==> src/rtl/core/fta_pkg.sv <==
// ----------------------------------------------------------------------------
// fta_pkg
// Shared widths, request codes and controller states of the frame time
// averager.
// ----------------------------------------------------------------------------
package fta_pkg;

  localparam int unsigned TS_W   = 48;  // timestamp and total time width
  localparam int unsigned AVG_W  = 32;  // average interval width
  localparam int unsigned RATE_W = 16;  // frame rate width
  localparam int unsigned TPS_W  = 32;  // ticks per second register width
  localparam int unsigned ACC_W  = 33;  // per-second interval accumulator
  localparam int unsigned REQ_W  = 2;

  localparam logic [TPS_W-1:0] TPS_RESET = TPS_W'(10000000);

  typedef enum logic [REQ_W-1:0] {
    REQ_FRAME = 2'd0,
    REQ_STOP  = 2'd1,
    REQ_START = 2'd2,
    REQ_RESET = 2'd3
  } req_e;

  typedef enum logic [2:0] {
    ST_IDLE,
    ST_UPDATE,
    ST_START,
    ST_DIVIDE,
    ST_DONE
  } state_e;

endpackage

==> src/rtl/core/fta_in_if.sv <==
// ----------------------------------------------------------------------------
// fta_in_if
// Request channel: request type and counter timestamp with valid/ready.
// ----------------------------------------------------------------------------
interface fta_in_if;
  import fta_pkg::*;

  logic             valid;
  logic             ready;
  logic [REQ_W-1:0] req_type;
  logic [TS_W-1:0]  timestamp;

  modport source (output valid, output req_type, output timestamp, input ready);
  modport sink   (input valid, input req_type, input timestamp, output ready);
endinterface

==> src/rtl/core/fta_out_if.sv <==
// ----------------------------------------------------------------------------
// fta_out_if
// Result channel: average, frame rate, unpaused time and stopped flag.
// ----------------------------------------------------------------------------
interface fta_out_if;
  import fta_pkg::*;

  logic              valid;
  logic              ready;
  logic [AVG_W-1:0]  avg_frame_ticks;
  logic [RATE_W-1:0] frame_rate;
  logic [TS_W-1:0]   total_ticks;
  logic              is_stopped;

  modport source (output valid, output avg_frame_ticks, output frame_rate,
                  output total_ticks, output is_stopped, input ready);
  modport sink   (input valid, input avg_frame_ticks, input frame_rate,
                  input total_ticks, input is_stopped, output ready);
endinterface

==> src/rtl/core/frame_time_averager_core.sv <==
// ----------------------------------------------------------------------------
// frame_time_averager_core
// Frame interval averaging timer with pause accounting.
// Flow: a running frame passes through update, divider start, the bit-serial
//   window-sum divide and done before its result is registered at the output.
//   Stop, start, reset and stopped frames go straight to done.
// One request at a time: the next request is accepted only once the result
//   sits in the output register; done waits while the output is held.
// Reset: asynchronous, active low; timer state resets, the interval RAM, stamp
//   and output data are not cleared (RAM entries are only used once written).
// ----------------------------------------------------------------------------
module frame_time_averager_core #(
  parameter int unsigned WINDOW_DEPTH = 64
) (
  input  logic                      clk_i,
  input  logic                      rst_ni,
  fta_in_if.sink                    in_i,
  fta_out_if.source                 out_o,
  input  logic                      cfg_we_i,
  input  logic [fta_pkg::TPS_W-1:0] cfg_wdata_i
);
  import fta_pkg::*;

  localparam int unsigned HEAD_W = (WINDOW_DEPTH > 1) ? $clog2(WINDOW_DEPTH) : 1;
  localparam int unsigned CNT_W  = $clog2(WINDOW_DEPTH + 1);
  localparam int unsigned SUM_W  = AVG_W + CNT_W;

  state_e state_q, state_d;

  logic [TPS_W-1:0]  tps_q;
  logic              stopped_q, stopped_d;
  logic [TS_W-1:0]   base_q, base_d;
  logic [TS_W-1:0]   last_q, last_d;
  logic [TS_W-1:0]   cur_q, cur_d;
  logic [TS_W-1:0]   paused_q, paused_d;
  logic [TS_W-1:0]   stop_q, stop_d;
  logic [AVG_W-1:0]  avg_q, avg_d;
  logic [HEAD_W-1:0] head_q, head_d;
  logic [CNT_W-1:0]  count_q, count_d;
  logic [SUM_W-1:0]  sum_q, sum_d;
  logic [RATE_W-1:0] frames_q, frames_d;
  logic [ACC_W-1:0]  accum_q, accum_d;
  logic [RATE_W-1:0] rate_q, rate_d;

  logic [TS_W-1:0]   stamp_q;

  logic              out_valid_q, out_valid_d;
  logic [AVG_W-1:0]  out_avg_q;
  logic [RATE_W-1:0] out_rate_q;
  logic [TS_W-1:0]   out_total_q;
  logic              out_stop_q;

  logic              in_fire;
  logic              out_load;
  logic              frame_run;

  logic [TS_W-1:0]   interval;
  logic [TS_W-1:0]   avg_ext;
  logic [TS_W-1:0]   diff;
  logic              take;
  logic [AVG_W-1:0]  sample;
  logic              full;
  logic [AVG_W-1:0]  old_sample;
  logic [ACC_W:0]    accum_sum;
  logic [ACC_W-1:0]  accum_sat;
  logic [RATE_W-1:0] frames_inc;

  logic              div_start;
  logic              div_done;
  logic [SUM_W-1:0]  div_quo;
  logic [TS_W-1:0]   ref_stamp;

  assign in_i.ready = (state_q == ST_IDLE);
  assign in_fire    = in_i.valid && in_i.ready;
  assign frame_run  = (req_e'(in_i.req_type) == REQ_FRAME) && !stopped_q;
  assign out_load   = (state_q == ST_DONE) && (!out_valid_q || out_o.ready);
  assign div_start  = (state_q == ST_START);

  // next state
  always_comb begin
    state_d = state_q;
    case (state_q)
      ST_IDLE: begin
        if (in_fire) begin
          state_d = frame_run ? ST_UPDATE : ST_DONE;
        end
      end
      ST_UPDATE: state_d = ST_START;
      ST_START:  state_d = ST_DIVIDE;
      ST_DIVIDE: begin
        if (div_done) begin
          state_d = ST_DONE;
        end
      end
      ST_DONE: begin
        if (out_load) begin
          state_d = ST_IDLE;
        end
      end
      default: state_d = ST_IDLE;
    endcase
  end

  // frame update arithmetic
  always_comb begin
    interval   = stamp_q - last_q;
    avg_ext    = TS_W'(avg_q);
    diff       = (interval >= avg_ext) ? (interval - avg_ext) : (avg_ext - interval);
    take       = diff < TS_W'(tps_q);
    sample     = (|interval[TS_W-1:AVG_W]) ? '1 : interval[AVG_W-1:0];
    full       = count_q == CNT_W'(WINDOW_DEPTH);
    accum_sum  = (ACC_W+1)'(accum_q) + (ACC_W+1)'(interval[ACC_W-1:0]);
    // saturate on a carry out or on any interval bit above the accumulator
    accum_sat  = (accum_sum[ACC_W] || (|interval[TS_W-1:ACC_W])) ? '1
                                                                  : accum_sum[ACC_W-1:0];
    frames_inc = (&frames_q) ? frames_q : frames_q + RATE_W'(1);
  end

  // state updates and outputs
  always_comb begin
    stopped_d   = stopped_q;
    base_d      = base_q;
    last_d      = last_q;
    cur_d       = cur_q;
    paused_d    = paused_q;
    stop_d      = stop_q;
    avg_d       = avg_q;
    head_d      = head_q;
    count_d     = count_q;
    sum_d       = sum_q;
    frames_d    = frames_q;
    accum_d     = accum_q;
    rate_d      = rate_q;
    out_valid_d = out_valid_q;

    if (in_fire) begin
      case (req_e'(in_i.req_type))
        REQ_FRAME: begin
          if (stopped_q) begin
            avg_d = '0;
          end
        end
        REQ_STOP: begin
          if (!stopped_q) begin
            stop_d    = in_i.timestamp;
            stopped_d = 1'b1;
          end
        end
        REQ_START: begin
          if (stopped_q) begin
            paused_d  = paused_q + in_i.timestamp - stop_q;
            last_d    = in_i.timestamp;
            stop_d    = '0;
            stopped_d = 1'b0;
          end
        end
        REQ_RESET: begin
          base_d    = in_i.timestamp;
          last_d    = in_i.timestamp;
          stop_d    = '0;
          stopped_d = 1'b0;
        end
        default: ;
      endcase
    end

    if (state_q == ST_UPDATE) begin
      cur_d  = stamp_q;
      last_d = stamp_q;
      if (take) begin
        // drop the oldest sample once the window is full
        sum_d  = sum_q - (full ? SUM_W'(old_sample) : '0) + SUM_W'(sample);
        if (!full) begin
          count_d = count_q + CNT_W'(1);
        end
        head_d = (head_q == HEAD_W'(WINDOW_DEPTH - 1)) ? '0 : head_q + HEAD_W'(1);
      end
      if (accum_sat > ACC_W'(tps_q)) begin
        rate_d   = frames_inc;
        frames_d = '0;
        accum_d  = '0;
      end else begin
        frames_d = frames_inc;
        accum_d  = accum_sat;
      end
    end

    if ((state_q == ST_DIVIDE) && div_done) begin
      if (count_q == '0) begin
        avg_d = '0;
      end else begin
        avg_d = (|div_quo[SUM_W-1:AVG_W]) ? '1 : div_quo[AVG_W-1:0];
      end
    end

    if (out_load) begin
      out_valid_d = 1'b1;
    end else if (out_o.ready) begin
      out_valid_d = 1'b0;
    end
  end

  assign ref_stamp = stopped_q ? stop_q : cur_q;

  always_ff @(posedge clk_i or negedge rst_ni) begin
    if (!rst_ni) begin
      state_q     <= ST_IDLE;
      tps_q       <= TPS_RESET;
      stopped_q   <= 1'b0;
      base_q      <= '0;
      last_q      <= '0;
      cur_q       <= '0;
      paused_q    <= '0;
      stop_q      <= '0;
      avg_q       <= '0;
      head_q      <= '0;
      count_q     <= '0;
      sum_q       <= '0;
      frames_q    <= '0;
      accum_q     <= '0;
      rate_q      <= '0;
      out_valid_q <= 1'b0;
    end else begin
      state_q     <= state_d;
      if (cfg_we_i) begin
        tps_q <= cfg_wdata_i;
      end
      stopped_q   <= stopped_d;
      base_q      <= base_d;
      last_q      <= last_d;
      cur_q       <= cur_d;
      paused_q    <= paused_d;
      stop_q      <= stop_d;
      avg_q       <= avg_d;
      head_q      <= head_d;
      count_q     <= count_d;
      sum_q       <= sum_d;
      frames_q    <= frames_d;
      accum_q     <= accum_d;
      rate_q      <= rate_d;
      out_valid_q <= out_valid_d;
    end
  end

  always_ff @(posedge clk_i) begin
    if (in_fire) begin
      stamp_q <= in_i.timestamp;
    end
    if (out_load) begin
      out_avg_q   <= avg_q;
      out_rate_q  <= rate_q;
      out_total_q <= ref_stamp - paused_q - base_q;
      out_stop_q  <= stopped_q;
    end
  end

  fta_ram #(
    .WIDTH (AVG_W),
    .DEPTH (WINDOW_DEPTH),
    .ADDR_W(HEAD_W)
  ) u_window (
    .clk_i  (clk_i),
    .we_i   ((state_q == ST_UPDATE) && take),
    .waddr_i(head_q),
    .wdata_i(sample),
    .re_i   (in_fire),
    .raddr_i(head_q),
    .rdata_o(old_sample)
  );

  fta_div #(
    .NUM_W(SUM_W),
    .DEN_W(CNT_W)
  ) u_div (
    .clk_i  (clk_i),
    .rst_ni (rst_ni),
    .start_i(div_start),
    .num_i  (sum_q),
    .den_i  (count_q),
    .done_o (div_done),
    .quo_o  (div_quo)
  );

  assign out_o.valid           = out_valid_q;
  assign out_o.avg_frame_ticks = out_avg_q;
  assign out_o.frame_rate      = out_rate_q;
  assign out_o.total_ticks     = out_total_q;
  assign out_o.is_stopped      = out_stop_q;

endmodule

==> src/rtl/core/fta_ram.sv <==
// ----------------------------------------------------------------------------
// fta_ram
// Generic simple dual-port RAM: one write port, one read port, registered read.
// ----------------------------------------------------------------------------
module fta_ram #(
  parameter int unsigned WIDTH = 32,
  parameter int unsigned DEPTH = 64,
  parameter int unsigned ADDR_W = (DEPTH > 1) ? $clog2(DEPTH) : 1
) (
  input  logic              clk_i,
  input  logic              we_i,
  input  logic [ADDR_W-1:0] waddr_i,
  input  logic [WIDTH-1:0]  wdata_i,
  input  logic              re_i,
  input  logic [ADDR_W-1:0] raddr_i,
  output logic [WIDTH-1:0]  rdata_o
);

  logic [WIDTH-1:0] mem [DEPTH];

  always_ff @(posedge clk_i) begin
    if (we_i) begin
      mem[waddr_i] <= wdata_i;
    end
    if (re_i) begin
      rdata_o <= mem[raddr_i];
    end
  end

endmodule

==> src/rtl/core/fta_div.sv <==
// ----------------------------------------------------------------------------
// fta_div
// Restoring radix-2 divider: one quotient bit per cycle, done pulse at end.
// ----------------------------------------------------------------------------
module fta_div #(
  parameter int unsigned NUM_W = 39,
  parameter int unsigned DEN_W = 7
) (
  input  logic             clk_i,
  input  logic             rst_ni,
  input  logic             start_i,
  input  logic [NUM_W-1:0] num_i,
  input  logic [DEN_W-1:0] den_i,
  output logic             done_o,
  output logic [NUM_W-1:0] quo_o
);

  localparam int unsigned CNT_W = $clog2(NUM_W + 1);

  logic             busy_q;
  logic             done_q;
  logic [CNT_W-1:0] cnt_q;
  logic [DEN_W:0]   rem_q;
  logic [NUM_W-1:0] quo_q;
  logic [DEN_W-1:0] den_q;
  logic [DEN_W:0]   rem_shift;
  logic             bit_set;
  logic [DEN_W:0]   rem_next;

  always_comb begin
    rem_shift = {rem_q[DEN_W-1:0], quo_q[NUM_W-1]};
    bit_set   = rem_shift >= {1'b0, den_q};
    rem_next  = bit_set ? (rem_shift - {1'b0, den_q}) : rem_shift;
  end

  always_ff @(posedge clk_i or negedge rst_ni) begin
    if (!rst_ni) begin
      busy_q <= 1'b0;
      done_q <= 1'b0;
      cnt_q  <= '0;
    end else if (start_i) begin
      busy_q <= 1'b1;
      done_q <= 1'b0;
      cnt_q  <= CNT_W'(NUM_W);
    end else if (busy_q) begin
      cnt_q <= cnt_q - CNT_W'(1);
      if (cnt_q == CNT_W'(1)) begin
        busy_q <= 1'b0;
        done_q <= 1'b1;
      end
    end else begin
      done_q <= 1'b0;
    end
  end

  always_ff @(posedge clk_i) begin
    if (start_i) begin
      rem_q <= '0;
      quo_q <= num_i;
      den_q <= den_i;
    end else if (busy_q) begin
      rem_q <= rem_next;
      quo_q <= {quo_q[NUM_W-2:0], bit_set};
    end
  end

  assign done_o = done_q;
  assign quo_o  = quo_q;

endmodule
==> src/flat_wrapper.sv <==
// flat-port wrapper written by rule: the top's interface ports become plain ports
module frame_time_averager_core_flat import fta_pkg::*;
#(
  parameter int unsigned WINDOW_DEPTH = 64
)
  (clk_i, rst_ni, cfg_we_i, cfg_wdata_i, in_i_valid, in_i_req_type, in_i_timestamp, in_i_ready, out_o_valid, out_o_avg_frame_ticks, out_o_frame_rate, out_o_total_ticks, out_o_is_stopped, out_o_ready);
  fta_in_if in_i_i ();
  fta_out_if out_o_i ();
  input  logic clk_i;
  input  logic rst_ni;
  input  logic cfg_we_i;
  input  logic [fta_pkg::TPS_W-1:0] cfg_wdata_i;
  input wire logic [$bits(in_i_i.valid)-1:0] in_i_valid;
  input wire logic [$bits(in_i_i.req_type)-1:0] in_i_req_type;
  input wire logic [$bits(in_i_i.timestamp)-1:0] in_i_timestamp;
  output wire logic [$bits(in_i_i.ready)-1:0] in_i_ready;
  output wire logic [$bits(out_o_i.valid)-1:0] out_o_valid;
  output wire logic [$bits(out_o_i.avg_frame_ticks)-1:0] out_o_avg_frame_ticks;
  output wire logic [$bits(out_o_i.frame_rate)-1:0] out_o_frame_rate;
  output wire logic [$bits(out_o_i.total_ticks)-1:0] out_o_total_ticks;
  output wire logic [$bits(out_o_i.is_stopped)-1:0] out_o_is_stopped;
  input wire logic [$bits(out_o_i.ready)-1:0] out_o_ready;
  assign in_i_i.valid = in_i_valid;
  assign in_i_i.req_type = in_i_req_type;
  assign in_i_i.timestamp = in_i_timestamp;
  assign in_i_ready = in_i_i.ready;
  assign out_o_valid = out_o_i.valid;
  assign out_o_avg_frame_ticks = out_o_i.avg_frame_ticks;
  assign out_o_frame_rate = out_o_i.frame_rate;
  assign out_o_total_ticks = out_o_i.total_ticks;
  assign out_o_is_stopped = out_o_i.is_stopped;
  assign out_o_i.ready = out_o_ready;
  frame_time_averager_core #(.WINDOW_DEPTH(WINDOW_DEPTH)) u_core (.clk_i(clk_i), .rst_ni(rst_ni), .in_i(in_i_i), .out_o(out_o_i), .cfg_we_i(cfg_we_i), .cfg_wdata_i(cfg_wdata_i));
endmodule
==> config.mk <==
export PLATFORM = sky130hd
export DESIGN_NAME = frame_time_averager_core_flat
export DESIGN_NICKNAME = d
export VERILOG_FILES = /design/src/rtl/core/fta_pkg.sv /design/src/rtl/core/fta_in_if.sv /design/src/rtl/core/fta_out_if.sv /design/src/rtl/core/frame_time_averager_core.sv /design/src/rtl/core/fta_ram.sv /design/src/rtl/core/fta_div.sv /design/src/flat_wrapper.sv
export SDC_FILE = /design/constraint.sdc
export NUM_CORES = 2
export LEC_CHECK = 0
export BUFFER_PORTS_ARGS = -buffer_cell sky130_fd_sc_hd__buf_4
export CAP_MARGIN = 20
export CORE_AREA = 2 2 663 335
export DETAILED_ROUTE_END_ITERATION = 8
export DIE_AREA = 0 0 665 337
export GPL_TIMING_DRIVEN = 1
export PLACE_DENSITY_LB_ADDON = 0.3
export SKIP_CTS_REPAIR_TIMING = 1
export SLEW_MARGIN = 40
export SYNTH_ARGS = -nofsm -noshare
export SYNTH_HDL_FRONTEND = slang
export SYNTH_SLANG_ARGS = --single-unit
export TNS_END_PERCENT = 20
==> constraint.sdc <==
create_clock -name clk_i -period 14.55 [get_ports clk_i]
set_clock_uncertainty 0.05 [all_clocks]
set_input_delay 2.1825 -clock clk_i [delete_from_list [all_inputs] [get_ports clk_i]]
set_output_delay 2.1825 -clock clk_i [all_outputs]
set_load 0.1 [all_outputs]
== Word level (Yosys, flattened, before mapping) ==
Memory sizes are Yosys's and may differ from the RTL's. A register that Yosys moved wholly into a read port is not among the register bits.
Cells that the tools add are included.

* Bits in registers: 632
* Bits in writable memories: 2,048
* Output and inout bits: 99
* Logic and storage cells: 144
* Memories: 1

{| class="wikitable"
|+ Memory list
! memory !! depth !! width !! read ports !! clocked after memory_dff !! wr ports !! line !! source
|-
| u_core.u_window.mem || 64 || 32 || 1 || 1 || 1 || fta_ram.sv:19 || <nowiki>logic [WIDTH-1:0] mem [DEPTH];</nowiki>
|}

* $add $sub $neg: 15
* $lt $le $gt $ge: 4
* Eq/ne operators: 17
* Mux-type cells: 43
* Bitwise operators: 1
* Reduce and logical (&&, ||, !) cells: 36

{| class="wikitable"
|+ Operators by type and width
! kind !! number
|-
| $mux W48 || 7
|-
| $mux W32 || 8
|-
| $sub A48 B48 Y48 || 4
|-
| $pmux W48 S3 || 1
|-
| $pmux W48 S2 || 1
|-
| $mux W39 || 2
|-
| $mux W33 || 2
|-
| $add A48 B48 Y48 || 1
|-
| $ge A48 B32 Y1 || 1
|-
| $lt A48 B32 Y1 || 1
|-
| $sub A32 B48 Y48 || 1
|-
| $sub A48 B32 Y48 || 1
|-
| $add A39 B32 Y39 || 1
|-
| $sub A39 B39 Y39 || 1
|-
| $add A33 B33 Y34 || 1
|-
| $gt A33 B32 Y1 || 1
|-
| $mux W16 || 2
|-
| $mux W6 || 3
|-
| $add A16 B1 Y16 const B || 1
|-
| $reduce_and A16 Y1 || 1
|-
| $reduce_or A16 Y1 || 1
|-
| $pmux W3 S5 || 1
|-
| $reduce_and A3 Y1 || 5
|-
| $reduce_or A15 Y1 || 1
|-
| 33 further kinds || 67
|}

== Logic depth before layout (Yosys ltp) ==
* Word-level depth: 7
* Gate-level depth with buffers: 49
* Mapped depth without buffers: 43

== By module ==
Synthesis repeated with hierarchy kept, for this count alone.

* Cell total of the unflattened synthesis: 8,209
* Area total of the unflattened synthesis: 123,978.9 µm²

{| class="wikitable"
|+ By module, submodules not included
! module !! instances !! cells an instance !! area an instance (µm²) !! seq. area each (µm²)
|-
| fta_ram || 1 || 3,324 || 78,835.6 || 62,459.9
|-
| frame_time_averager_core || 1 || 4,652 || 42,092.9 || 15,024.4
|-
| fta_div || 1 || 233 || 3,050.4 || 1,721.7
|}

== Worst setup path after synthesis ==
No wires, ideal clock.

* Kind: reg2reg
* Start point: register u_core.stamp_q[4]
* End point: memory u_core.u_window.mem[10][0] (enable)
* Setup time: 0.461 ns
* Data arrival time: 10.721 ns
* Required time: 14.039 ns
* Setup slack: 3.318 ns
* Stages on the path, launching flop included: 48
* Buffers on the path: 6
* Period minus slack after synthesis: 11.232 ns
* Cells stage by stage: edfxtp_1 ha_1 a21o_1 or3_1 o21a_2 o21ai_0 nor2_1 nor2_1 o21ai_0 xnor2_1 inv_1 ha_1 clkbuf_1 a21o_1 a21oi_1 nor2_1 nor2_1 o21ai_0 [... 12 more ...] ha_1 a21o_1 a21o_1 a21oi_1 nor2b_1 o21ai_0 nand2b_1 a21oi_1 o221ai_1 a311oi_1 nand2_1 or4_1 nor3_1 o2111ai_2 or3_1 buf_2 buf_2 nor3_1

* Word-level cells in the longest chain between the ends: 7
* Elaborated cells on any way between the ends: 9
* Those cells by class: 3 x add/sub; 2 x order compare; 3 x mux; 1 x reduce/logical

{| class="wikitable"
|+ RTL lines
! what !! line !! source
|-
| start, declared || frame_time_averager_core.sv:45 || <nowiki>logic [TS_W-1:0] stamp_q;</nowiki>
|-
| start signal, assigned || frame_time_averager_core.sv:247 || <nowiki>stamp_q <= in_i.timestamp;</nowiki>
|-
| $sub A48 B48 Y48 * || frame_time_averager_core.sv:106 || <nowiki>interval = stamp_q - last_q;</nowiki>
|-
| $sub A32 B48 Y48, or another cell as far along || frame_time_averager_core.sv:108 || <nowiki>diff = (interval >= avg_ext) ? (interval - avg_ext) : (avg_ext - interval);</nowiki>
|-
| $mux W48 * || frame_time_averager_core.sv:108 ||
|-
| $lt A48 B32 Y1 * || frame_time_averager_core.sv:109 || <nowiki>take = diff < TS_W'(tps_q);</nowiki>
|-
| $logic_and A1 B1 Y1 * || frame_time_averager_core.sv:263 || <nowiki>.we_i ((state_q == ST_UPDATE) && take),</nowiki>
|-
| $mux W1 * || fta_ram.sv:22 || <nowiki>if (we_i) begin</nowiki>
|-
| $mux W1 (not written as such) * || fta_ram.sv:23 || <nowiki>mem[waddr_i] <= wdata_i;</nowiki>
|-
| end, declared || fta_ram.sv:19 ||
|}

Mark *: on every way between the ends. The rest lies on a longest branch, timed or not.

== Final worst setup path ==
* Start point: register u_core.stamp_q[4]
* End point: memory u_core.u_window.mem[33][5] (enable)

Same word-level chain as after synthesis.

==> results.yml <==
clocking:
  root_buffer: "clkbuf_16"
  cts_buffers: 228
  cts.sinks: 2712
  tritoncts: "yes"
  htree_levels: 4
  cts.path.max_buffers: 4
  clock_latency_ns: 0.93
  clk_pin_slew_worst_paths_ns: 0.07
grt:
  overflow: 0
  grt_pass1_wl_mm: 568
  grt_pass1_vias: 75200
  grt_max_degree: 143
  antenna_found_initial: 35
  grtUsageTotal: 0.356
synthesis:
  synth.ff_latch_count: 2712
  netlist_area_sq_um: 120000
  async_flop_share: 0.160
  syn_nets: 9438
  synthesis.instances: 8866
  synth_cell_types: 92
  syn_area_per_cell_sq_um: 13.5
  ys_seq_area_frac: 0.663
  synth-main-ff-cell: "edfxtp_1"
  yosys_warnings: 0
  synth_edf_count: 2271
worst_setup_path:
  path_max_fanout: 30
  r2r_setup_slack_ns: 1.41
  cp-endpoint: "u_core.u_window.mem[33][5]$_DFFE_PP_"
  required_ns: 15.03
  reg2reg_to: "u_core.u_window.mem[33][5]$_DFFE_PP_"
  worstSetupStartpoint: "u_core.stamp_q[4]$_DFFE_PP_"
  start_kind: "flip-flop"
  r2r_cells: 42
  worst-endpoint-arrival_ns: 13.62
  slowest_stage: "or3_4"
  path_class: "reg -> reg"
  setup.worst_path.end_class: "flip-flop"
  reg2reg_from: "u_core.stamp_q[4]$_DFFE_PP_"
  critPathMaxStageDelay_ns: 0.74
die:
  die_y_um: 337
  core_area_sq_um: 219000
  die_w_um: 665
  num_rows: 122
  dieArea_sq_um: 224000
  num_io_pins: 186
  initial_core_util: 0.545
placement:
  pre_cts_slack_ns: 1.97
  port_buffers: 185
  place_congestion: 1.01
  dp_hpwl_mm: 279
drt:
  ant_nets: 0
  first_pass_iters: 9
  drtIter0Drc: 14500
  drc_errors: 0
  wirelength_mm: 405
  viasPerCell: 6.76
  wl_per_cell_um: 33.2
  vias: 82400
timing:
  setup_tns_ns: 0
  hold_viol: 0
  fmax_ghz: 0.0761
  worst_slack_ns: 1.41
  finalMaxSlewViolations: 0
  worst_slew_pin_slew_ns: 1.29
  rsz0062_at_grt: "false"
  fin_crit_sh: 0.903
  setup_viol_count_final: 0
  period_minus_slack_ns: 13.14
  slew_headroom: 0.137
hold_path:
  hp-class: "reg -> reg"
pwr:
  clkPwrFrac: 0.228
  power_frac_seq: 0.344
  power.leakage_uw: 0.0538
  power.switching_uw: 11000
  p_per_area_nw_per_um2: 205
  swShare: 0.399
  p_int_uw: 16500
  p_comb_frac: 0.429
  ir_worst_vdd_v: 0.000231
final_layout:
  final_util: 0.611
  nets: 9645
  final_cell_mix: "edfxtp_1 (2271), nand2_1 (777), a22oi_1 (566), inv_1 (473), dfrtp_1 (425)"
  fillers: 16400
  drive_above_1_share: 0.125
  syn_to_final_growth_pct: 12.1
  layout.cells.most_common: "edfxtp_1"
job:
  maxCapViolCount: 0
run_status:
  outcome: "complete, no violations"
[area by class of cell]
class                           count  area, sq um  area share
Inverter                          474         1780      0.0133
Antenna cell                       18         45.0    0.000336
Sequential cell                  2712        79200       0.591
Tap cell                         2914         3650      0.0272
Clock buffer                      266         5930      0.0443
Timing Repair Buffer              447         3740      0.0279
Multi-Input combinational cell   5210        38200       0.285
Clock inverter                    150         1420      0.0106
[kinds of logic after synthesis]
| logic type | Yosys count | share of synthesized area |
|---|---|---|
| compound gates | 2571 | 0.149 |
| xor+xnor | 241 | 0.0177 |
| simple gates | 1796 | 0.0705 |
| mux | 117 | 0.0108 |
| buf+inv | 944 | 0.0302 |
| fa+ha+maj | 485 | 0.0590 |
| flops | 2712 | 0.663 |
[worst max-delay path: cells and delay by family, from the launching register on]
family,cells,cell delay [ns]
AND/OR/NAND/NOR,15,4.13
XOR/XNOR,2,0.53
AO/OA/AOI/OAI,16,4.43
flip-flops,1,0.46
buffers and inverters,6,1.82
adder cells (fa/ha/maj),3,1.24
[per-layer routing]
metal	track usage	vias to the layer above	part of all wire
met5	0.0223	-	0.0012
met4	0.0614	22	0.018
met3	0.210	529	0.20
met2	0.417	6252	0.36
met1	0.552	41200	0.42
li1	-	34400	-
[state kept, by name, summed over array words and instances (netlist names), 16 cells and up]
| name | count |
|---|---|
| u_core.u_window.mem | 2048 |
| u_core.base_q | 48 |
| u_core.cur_q | 48 |
| u_core.last_q | 48 |
| u_core.out_o.total_ticks | 48 |
| u_core.paused_q | 48 |
| u_core.stamp_q | 48 |
| u_core.stop_q | 48 |
| u_core.sum_q | 39 |
| u_core.u_div.quo_o | 39 |
| u_core.accum_q | 33 |
| u_core.avg_q | 32 |
| u_core.out_o.avg_frame_ticks | 32 |
| u_core.tps_q | 32 |
| u_core.u_window.rdata_o | 32 |
| u_core.frames_q | 16 |
| u_core.out_o.frame_rate | 16 |
| u_core.rate_q | 16 |
[cell usage after synthesis (61+ instances only)]
cell type | count | area [sq um]
o31ai_1 | 61 | 458
clkbuf_1 | 401 | 1510
nand2_1 | 814 | 3060
dfrtp_1 | 426 | 10700
a22o_1 | 231 | 2020
xnor2_1 | 144 | 1260
ha_1 | 354 | 4430
edfxtp_1 | 2271 | 68200
nand4_1 | 85 | 532
a21oi_1 | 387 | 1940
nand2b_1 | 67 | 419
fa_1 | 131 | 2620
a31oi_1 | 256 | 1600
a22oi_1 | 566 | 4250
xor2_1 | 97 | 850
a21o_1 | 176 | 1320
nor3_1 | 107 | 536
nor4_1 | 69 | 432
inv_1 | 473 | 1780
mux2_2 | 76 | 856
nand3_1 | 98 | 490
o21ai_0 | 391 | 1960
a221oi_1 | 239 | 2090
nor2_1 | 292 | 1100
[stage by stage]
| step | instances | instance area [sq um] | hold slack [ns] | power (uW) |
|---|---|---|---|---|
| final | 12200 | 134000 | 0.402 | 27500 |
| after global routing | 12200 | 134000 | 0.419 | 28700 |
| after CTS | 12200 | 134000 | 0.403 | 26900 |
| after detailed placement | 11800 | 126000 | 0.379 | 20700 |
| after global placement | 11700 | 126000 | 0.381 | 20600 |
| after floorplan | 8866 | 120000 | 0.369 | 16900 |
[power groups by stage]
stage / Combinational (uW) / Sequential (uW) / Clock [uW]
after floorplan: 7440 / 9410 / 0
after global placement: 11000 / 9570 / 0
after detailed placement: 11100 / 9580 / 0
after CTS: 11200 / 9430 / 6250
after global routing: 12600 / 9480 / 6550
final: 11800 / 9440 / 6250
[how the worst min path moves through the flow]
| stage | from | to | slack [ns] | cells after the start |
|---|---|---|---|---|
| floorplan | u_core.rate_q[12]$_DFFE_PN0P_ | u_core.out_o.frame_rate[12]$_DFFE_PP_ | 0.37 | 0 |
| global placement | u_core.rate_q[0]$_DFFE_PN0P_ | u_core.out_o.frame_rate[0]$_DFFE_PP_ | 0.38 | 0 |
| detailed placement | u_core.rate_q[0]$_DFFE_PN0P_ | u_core.out_o.frame_rate[0]$_DFFE_PP_ | 0.38 | 0 |
| CTS | u_core.rate_q[0]$_DFFE_PN0P_ | u_core.out_o.frame_rate[0]$_DFFE_PP_ | 0.40 | 0 |
| global route | u_core.rate_q[3]$_DFFE_PN0P_ | u_core.out_o.frame_rate[3]$_DFFE_PP_ | 0.42 | 0 |
| finish | u_core.rate_q[0]$_DFFE_PN0P_ | u_core.out_o.frame_rate[0]$_DFFE_PP_ | 0.40 | 0 |
Note: power is estimated with default switching activity, not from simulation.
